File: config.mk
export PLATFORM = sky130hd
export DESIGN_NAME = lzd_core
export DESIGN_NICKNAME = d
export VERILOG_FILES = /design/src/hdl/lz4_block_decoder_defines.svh /design/src/hdl/lzd_pkg.sv /design/src/hdl/lzd_core.sv
export SDC_FILE = /design/constraint.sdc
export NUM_CORES = 1
export LEC_CHECK = 0
export ABC_AREA = 1
export BUFFER_PORTS_ARGS = -buffer_cell sky130_fd_sc_hd__buf_2
export CAP_MARGIN = 20
export CORE_ASPECT_RATIO = 1.1
export CORE_MARGIN = 5
export CORE_UTILIZATION = 61
export DETAILED_ROUTE_END_ITERATION = 8
export GPL_ROUTABILITY_DRIVEN = 0
export PLACE_DENSITY = 0.8
export SYNTH_ARGS = -nofsm -noshare
export SYNTH_HDL_FRONTEND = slang
export SYNTH_SLANG_ARGS = --single-unit
File: constraint.sdc
create_clock -name clk -period 11.4 [get_ports clk]
set_input_delay 0.57 -clock clk [delete_from_list [all_inputs] [get_ports clk]]
set_output_delay 0.57 -clock clk [all_outputs]
set_load 0.1 [all_outputs]
File: src/hdl/lz4_block_decoder_defines.svh
// Assertion macros shared by the decoder RTL
`ifndef LZ4_BLOCK_DECODER_DEFINES_SVH
`define LZ4_BLOCK_DECODER_DEFINES_SVH
// Assert that an antecedent implies a consequent in the same cycle
`define LZD_ASSERT_IMPL(label, clk, rst_n, ante, cons, msg) \
	label: assert property (@(posedge clk) disable iff (!rst_n) (ante) |-> (cons)) \
		else $error(msg);
// Assert that an antecedent implies a consequent in the next cycle
`define LZD_ASSERT_NEXT(label, clk, rst_n, ante, cons, msg) \
	label: assert property (@(posedge clk) disable iff (!rst_n) (ante) |=> (cons)) \
		else $error(msg);
`endif

File: src/hdl/lzd_pkg.sv
// ---------------------------------------------------------------------------
// lzd_pkg: shared types and constants of the LZ4 block decoder
// Parse phase codes, status codes, register indexes and the stage record.
// ---------------------------------------------------------------------------
`timescale 1ns / 1ps
package lzd_pkg;
	localparam int WinBytes = 65536;
	localparam int WinAw = $clog2(WinBytes);

	typedef enum logic [2:0] {
		PH_TOKEN = 3'd0, PH_LITEXT = 3'd1, PH_LIT = 3'd2, PH_OFF0 = 3'd3,
		PH_OFF1 = 3'd4, PH_MEXT = 3'd5, PH_MATCH = 3'd6, PH_SPARE = 3'd7
	} phase_t;

	localparam logic [1:0] ST_OK = 2'd0;
	localparam logic [1:0] ST_TRUNC = 2'd1;
	localparam logic [1:0] ST_BADOFF = 2'd2;

	localparam logic REG_INPUT_LENGTH = 1'b0;
	localparam logic REG_OUTPUT_CAPACITY = 1'b1;

	// Result item handed from the core to the output stage
	typedef struct packed {
		logic        out_valid;
		logic        from_mem;
		logic [7:0]  lit_byte;
		logic        consumed;
		logic        done_res;
		logic [1:0]  status;
		logic [31:0] out_count;
	} result_t;
endpackage

File: src/hdl/lzd_core.sv
// ---------------------------------------------------------------------------
// lzd_core: parser and sequencer of the LZ4 block decoder
// Settles the parse state, takes at most one item per cycle and drives the
// history.
// ---------------------------------------------------------------------------
`timescale 1ns / 1ps
module lzd_core (
	input  logic                    clk,
	input  logic                    arst_n,
	input  logic                    step,
	input  logic                    action,
	input  logic [7:0]              in_byte,
	input  logic [31:0]             input_length,
	input  logic [31:0]             output_capacity,
	input  logic [7:0]              hist_q,
	output logic                    hist_we,
	output logic [lzd_pkg::WinAw-1:0] hist_waddr,
	output logic [7:0]              hist_wdata,
	output logic [lzd_pkg::WinAw-1:0] hist_raddr,
	output lzd_pkg::result_t        res
);
	lzd_pkg::phase_t phase_q;
	logic [31:0] ipos_q, opos_q, plen_q;
	logic [3:0]  mnib_q;
	logic [15:0] dist_q;
	logic        fin_q;
	logic [1:0]  err_q;

	// Derived bounds
	logic [31:0] litext_lim, mext_lim;
	assign litext_lim = (input_length >= 32'd15) ? input_length - 32'd15 : 32'd0;
	assign mext_lim = (input_length >= 32'd6) ? input_length - 32'd6 : 32'd0;

	typedef struct packed {
		lzd_pkg::phase_t ph;
		logic [31:0] plen;
		logic        fin;
		logic [1:0]  err;
	} sv_t;

	function automatic sv_t settle(sv_t s, logic [31:0] ip, logic [31:0] op,
			logic [31:0] ilen, logic [31:0] cap, logic [31:0] l15, logic [31:0] l6);
		sv_t r;
		r = s;
		// at most two hops: lit->off0, match->token
		for (int g = 0; g < 2; g++) begin
			if (!r.fin) begin
				unique case (r.ph)
					lzd_pkg::PH_LITEXT: begin
						if (ip >= l15) begin r.fin = 1'b1; r.err = lzd_pkg::ST_TRUNC; end
					end
					lzd_pkg::PH_LIT: begin
						if (r.plen != 32'd0) begin
							if (ip >= ilen || op >= cap) begin
								r.fin = 1'b1; r.err = lzd_pkg::ST_OK;
							end
						end else if (ip >= ilen || (ilen - ip) <= 32'd2) begin
							r.fin = 1'b1; r.err = lzd_pkg::ST_OK;
						end else begin
							r.ph = lzd_pkg::PH_OFF0;
						end
					end
					lzd_pkg::PH_OFF0, lzd_pkg::PH_OFF1: begin
						if (ip >= ilen) begin r.fin = 1'b1; r.err = lzd_pkg::ST_TRUNC; end
					end
					lzd_pkg::PH_MEXT: begin
						if (ip >= l6) begin r.fin = 1'b1; r.err = lzd_pkg::ST_TRUNC; end
					end
					lzd_pkg::PH_MATCH: begin
						if (op >= cap) begin
							r.fin = 1'b1; r.err = lzd_pkg::ST_OK;
						end else if (r.plen == 32'd0) begin
							r.ph = lzd_pkg::PH_TOKEN;
						end
					end
					default: begin
						r.ph = lzd_pkg::PH_TOKEN;
						if (ip >= ilen) begin r.fin = 1'b1; r.err = lzd_pkg::ST_OK; end
					end
				endcase
			end
		end
		return r;
	endfunction

	function automatic logic [31:0] sat_add(logic [31:0] a, logic [31:0] b);
		logic [32:0] s;
		s = {1'b0, a} + {1'b0, b};
		return s[32] ? 32'hFFFF_FFFF : s[31:0];
	endfunction

	sv_t s0, s1, s2;
	logic [31:0] ip_n, op_n;
	logic [3:0]  mnib_n;
	logic [15:0] dist_n;
	logic        took, emit, emit_mem;
	logic [7:0]  lit_b;

	// Settle, act on the item, settle again
	always_comb begin
		s0 = '{ph: phase_q, plen: plen_q, fin: fin_q, err: err_q};
		s1 = settle(s0, ipos_q, opos_q, input_length, output_capacity, litext_lim, mext_lim);
		s2 = s1;
		ip_n = ipos_q;
		op_n = opos_q;
		mnib_n = mnib_q;
		dist_n = dist_q;
		took = 1'b0;
		emit = 1'b0;
		emit_mem = 1'b0;
		lit_b = 8'd0;
		if (!s1.fin) begin
			if (s1.ph == lzd_pkg::PH_MATCH) begin
				emit = 1'b1;
				emit_mem = 1'b1;
				op_n = opos_q + 32'd1;
				s2.plen = s1.plen - 32'd1;
			end else if (!action) begin
				took = 1'b1;
				ip_n = ipos_q + 32'd1;
				unique case (s1.ph)
					lzd_pkg::PH_LITEXT: begin
						s2.plen = sat_add(s1.plen, {24'd0, in_byte});
						if (in_byte != 8'hFF) s2.ph = lzd_pkg::PH_LIT;
					end
					lzd_pkg::PH_LIT: begin
						emit = 1'b1;
						lit_b = in_byte;
						op_n = opos_q + 32'd1;
						s2.plen = s1.plen - 32'd1;
					end
					lzd_pkg::PH_OFF0: begin
						dist_n = {8'd0, in_byte};
						s2.ph = lzd_pkg::PH_OFF1;
					end
					lzd_pkg::PH_OFF1: begin
						dist_n = {in_byte, dist_q[7:0]};
						if (dist_n == 16'd0 || {16'd0, dist_n} > opos_q) begin
							s2.fin = 1'b1;
							s2.err = lzd_pkg::ST_BADOFF;
						end else if (mnib_q == 4'd15) begin
							s2.plen = 32'd15;
							s2.ph = lzd_pkg::PH_MEXT;
						end else begin
							s2.plen = {28'd0, mnib_q} + 32'd4;
							s2.ph = lzd_pkg::PH_MATCH;
						end
					end
					lzd_pkg::PH_MEXT: begin
						s2.plen = sat_add(s1.plen, {24'd0, in_byte});
						if (in_byte != 8'hFF) begin
							s2.plen = sat_add(s2.plen, 32'd4);
							s2.ph = lzd_pkg::PH_MATCH;
						end
					end
					default: begin
						mnib_n = in_byte[3:0];
						if (in_byte[7:4] == 4'hF) begin
							s2.plen = 32'd15;
							s2.ph = lzd_pkg::PH_LITEXT;
						end else begin
							s2.plen = {28'd0, in_byte[7:4]};
							s2.ph = lzd_pkg::PH_LIT;
						end
					end
				endcase
			end
			s2 = settle(s2, ip_n, op_n, input_length, output_capacity, litext_lim, mext_lim);
		end
	end

	// History access: read the match source; literals write directly,
	// match bytes are written in the next cycle once the read data returns.
	// The step after a match byte is held meanwhile, so every read sees all
	// earlier writes and no forwarding is needed.
	logic        mwr_s1;
	logic [lzd_pkg::WinAw-1:0] maddr_s1;
	logic [7:0]  mbyte;
	assign mbyte = hist_q;
	assign hist_raddr = opos_q[lzd_pkg::WinAw-1:0] - dist_q;
	assign hist_we = mwr_s1 | (step & emit & !emit_mem);
	assign hist_waddr = mwr_s1 ? maddr_s1 : opos_q[lzd_pkg::WinAw-1:0];
	assign hist_wdata = mwr_s1 ? mbyte : lit_b;

	// Result for the output stage; match byte resolved there
	always_comb begin
		res.out_valid = emit;
		res.from_mem = emit_mem;
		res.lit_byte = lit_b;
		res.consumed = took;
		res.done_res = s1.fin ? s1.fin : s2.fin;
		res.status = s1.fin ? s1.err : s2.err;
		res.out_count = op_n;
	end

	// Hold or advance the state
	always_ff @(posedge clk or negedge arst_n) begin
		if (!arst_n) begin
			phase_q <= lzd_pkg::PH_TOKEN;
			ipos_q <= 32'd0;
			opos_q <= 32'd0;
			plen_q <= 32'd0;
			mnib_q <= 4'd0;
			dist_q <= 16'd0;
			fin_q <= 1'b0;
			err_q <= lzd_pkg::ST_OK;
			mwr_s1 <= 1'b0;
		end else begin
			mwr_s1 <= 1'b0;
			if (step) begin
				phase_q <= s1.fin ? s1.ph : s2.ph;
				plen_q <= s1.fin ? s1.plen : s2.plen;
				fin_q <= s1.fin | s2.fin;
				err_q <= s1.fin ? s1.err : s2.err;
				ipos_q <= ip_n;
				opos_q <= op_n;
				mnib_q <= mnib_n;
				dist_q <= dist_n;
				mwr_s1 <= emit_mem;
			end
		end
	end

	// Match write address
	always_ff @(posedge clk) begin
		if (step && emit) begin
			maddr_s1 <= opos_q[lzd_pkg::WinAw-1:0];
		end
	end
endmodule

==> results.md <==
- Reg clk slew, reported paths: 70 ps
- WL final: 89,600 um
- IR drop worst, VDD: 0.600 mV
- Routed wire per std cell: 18.2 um
- Post-CTS setup buffer count: 0
- Leakage: 14.1 nW
- Critical Path Fanout Max: 54
- Hold-fix buffers at CTS: 0
- Average size of a mapped cell: 5.97 um^2
- CTS buffer count: 17
- Crit-path slowest cell: nor2_1
- Top FF cell, synth: dfrtp_1
- Clock latency on the worst-skew pair: 470 ps
- Synth Cell Area: 25,400 um^2
- CTS tree: yes
- Clk root buf: clkbuf_16
- Slew Viols, Final: 0
- YS warnings: 0
- Core area: 41,200 um^2
- FP Rows: 78
- Total GRT Usage: 0.377
- Ys async rst share: 0.885
- Final Critical Period: 9690 ps
- Final hold slack: 97.4 ps
- Gr ovfl total: 0
- Die W: 205 um
- Antenna-violating nets left: 0
- Worst r2r dst: err_q[1]
- Tightest Pin Transition: 1110 ps
- Buffers on Ports: 170
- Filler cells: 4,030
- Critical path class: reg2out
- Clk_skew: 15.9 ps
- Clock buffer depth: 2
- First-pass GRT wire length: 140,000 um
- Vias/cell: 5.98
- RSZ-0062 raised after global routing: false
- Reg2reg start: ipos_q[6]
- Final #Nets: 4,734
- Initial Utilization: 0.616
- Status: finished, final reports clean
- Slew headroom: 0.251
- Antenna Cells: 0
- Cell variety after synth: 71
- Iteration count of the initial detailed-routing pass: 9
- CP most frequent cell: nand2_1
- Residual DRC: 0
- Antenna violations before repair: 0
- Post-synth EDFFs: 16
- Pwr per Cell Area: 306 nW/um^2
- Post_cts resized: 0
- Vias: 29,500
- Max Cap Violations: 0
- Most frequent cells in the layout: nand2_1, inv_1, nor2_1, ha_1
- Pin count of the biggest net entering global routing: 84
- P&R area growth vs syn: 7.19%
- Leading cell type in the layout, fill and taps excluded: nand2_1
- Worst Setup EP: res[34]
- Syn Inst Count: 4,249
- Post-DP HPWL: 71,200 um
- Die H: 224 um
- CP peak stage delay: 780 ps
- Syn nets: 4,625
- Critical Path Sink Type: output port
- Crit path DAT: 9120 ps
- HP Class: in2async
- Share of cells above drive strength 1: 0.0995
- #FFs+latches synth: 139
- Total power draw: 0.00833 W
- Final setup viols: 0
- Top post-synthesis cells by area: nand2_1, ha_1, dfrtp_1, inv_1, nand3_1
- Hold Vio Cnt, Final: 0
- Die ar.: 45,800 um^2
- Setup total negative slack: 0 ps
- Max Fclk: 0.103 GHz
- Req. time, crit path: 10,830 ps
- Register area share after synthesis: 0.140
- Critical Path Source: ipos_q[6]
- First-iteration detailed-routing DRC count: 3,019
- Leading area contributor after synthesis: nand2_1
- IO Pins: 171
- R2R depth: 52
- CTS H-Tree Depth: 4
- Vias in the first global route: 27,300
- CTS sink count: 139
- CP Launch Type: flop
- Area share of the leading cell type in the synthesized netlist: 0.171
- R2r setup slk: 2930 ps
- Period utilization: 0.850
[power by group]
| part | internal [W] | switching (W) |
|---|---|---|
| registers | 0.000702 | 0.000362 |
| logic | 0.00175 | 0.00489 |
| clock network | 0.000353 | 0.000267 |
[synthesized netlist by cell type, drive strengths merged, types with 3 or more instances]
library cell  instances
a211oi               20
a21o                  9
a21oi               233
a221oi                3
a2bb2oi               4
a31oi                 8
and2                  3
and3                  4
buf                  44
clkbuf               51
clkinv                7
dfrtp               123
edfxtp               16
fa                    3
ha                  289
inv                 640
nand2              1212
nand3               320
nand3b               32
nand4                96
nor2                413
nor3                 99
nor3b                 5
nor4                 40
o2111ai              14
o211ai               25
o21a                 13
o21ai               330
o21bai                8
o221a                 4
o221ai                7
o22ai                12
o311ai                3
o31ai                 5
or2                  19
xnor2                12
xor2                110
[worst max-delay path: cells and delay by family (launching register included)]
family | cells | cell delay (ps)
buffers and inverters | 7 | 2230
AND/OR/NAND/NOR | 30 | 3670
AO/OA/AOI/OAI | 11 | 1560
flip-flops | 1 | 490
adder cells (fa/ha/maj) | 2 | 660
[stage by stage]
step | worst slack [ps] | utilization | std cells | cell area (um^2)
finish | 1710 | 0.661 | 4931 | 27200
global route | 926 | 0.661 | 4931 | 27200
CTS | 1900 | 0.661 | 4931 | 27200
detailed placement | 2110 | 0.646 | 4899 | 26600
global placement | 2230 | 0.646 | 4899 | 26600
floorplan | 3560 | - | 4249 | 25400
[state kept, by name, summed over array words and instances, names as in the netlist]
name and count:
plen_q 32, maddr_s1 16, mwr_s1 1, err_q 2, phase_q 3, ipos_q 32, dist_q 16, opos_q 32
mnib_q 4, fin_q 1
[logic make-up after synthesis]
family	after synthesis	share of synthesized area
compound gates	708	0.157
xor+xnor	122	0.0421
fa+ha+maj	292	0.145
buf+inv	742	0.115
flops	139	0.140
mux	2	0.000887
simple gates	2244	0.401
[layer usage]
metal / up-vias / part of all wire / GRT usage
met4: 0 / 0.081 / 0.260
li1: 14300 / - / -
met2: 1677 / 0.45 / 0.629
met5: - / 0 / 0
met3: 438 / 0.088 / 0.0524
met1: 13100 / 0.38 / 0.448
[worst min-delay path by stage]
stage	to	slack, ps	depth (start not counted)
after floorplan	dist_q[0]	270	0
after global placement	mnib_q[3]	480	1
after detailed placement	mnib_q[0]	510	1
after CTS	ipos_q[22]	130	1
after global routing	plen_q[31]	160	1
final	plen_q[31]	100	1
[final cells by class]
class | count | area [um^2] | share of cell area
Sequential cell | 139 | 3560 | 0.131
Inverter | 647 | 2430 | 0.0893
Multi-Input combinational cell | 3368 | 18900 | 0.695
Timing Repair Buffer | 185 | 970 | 0.0356
Clock inverter | 15 | 201 | 0.00740
Tap cell | 560 | 701 | 0.0257
Clock buffer | 17 | 425 | 0.0156
Power figures use the tool's default switching activity.
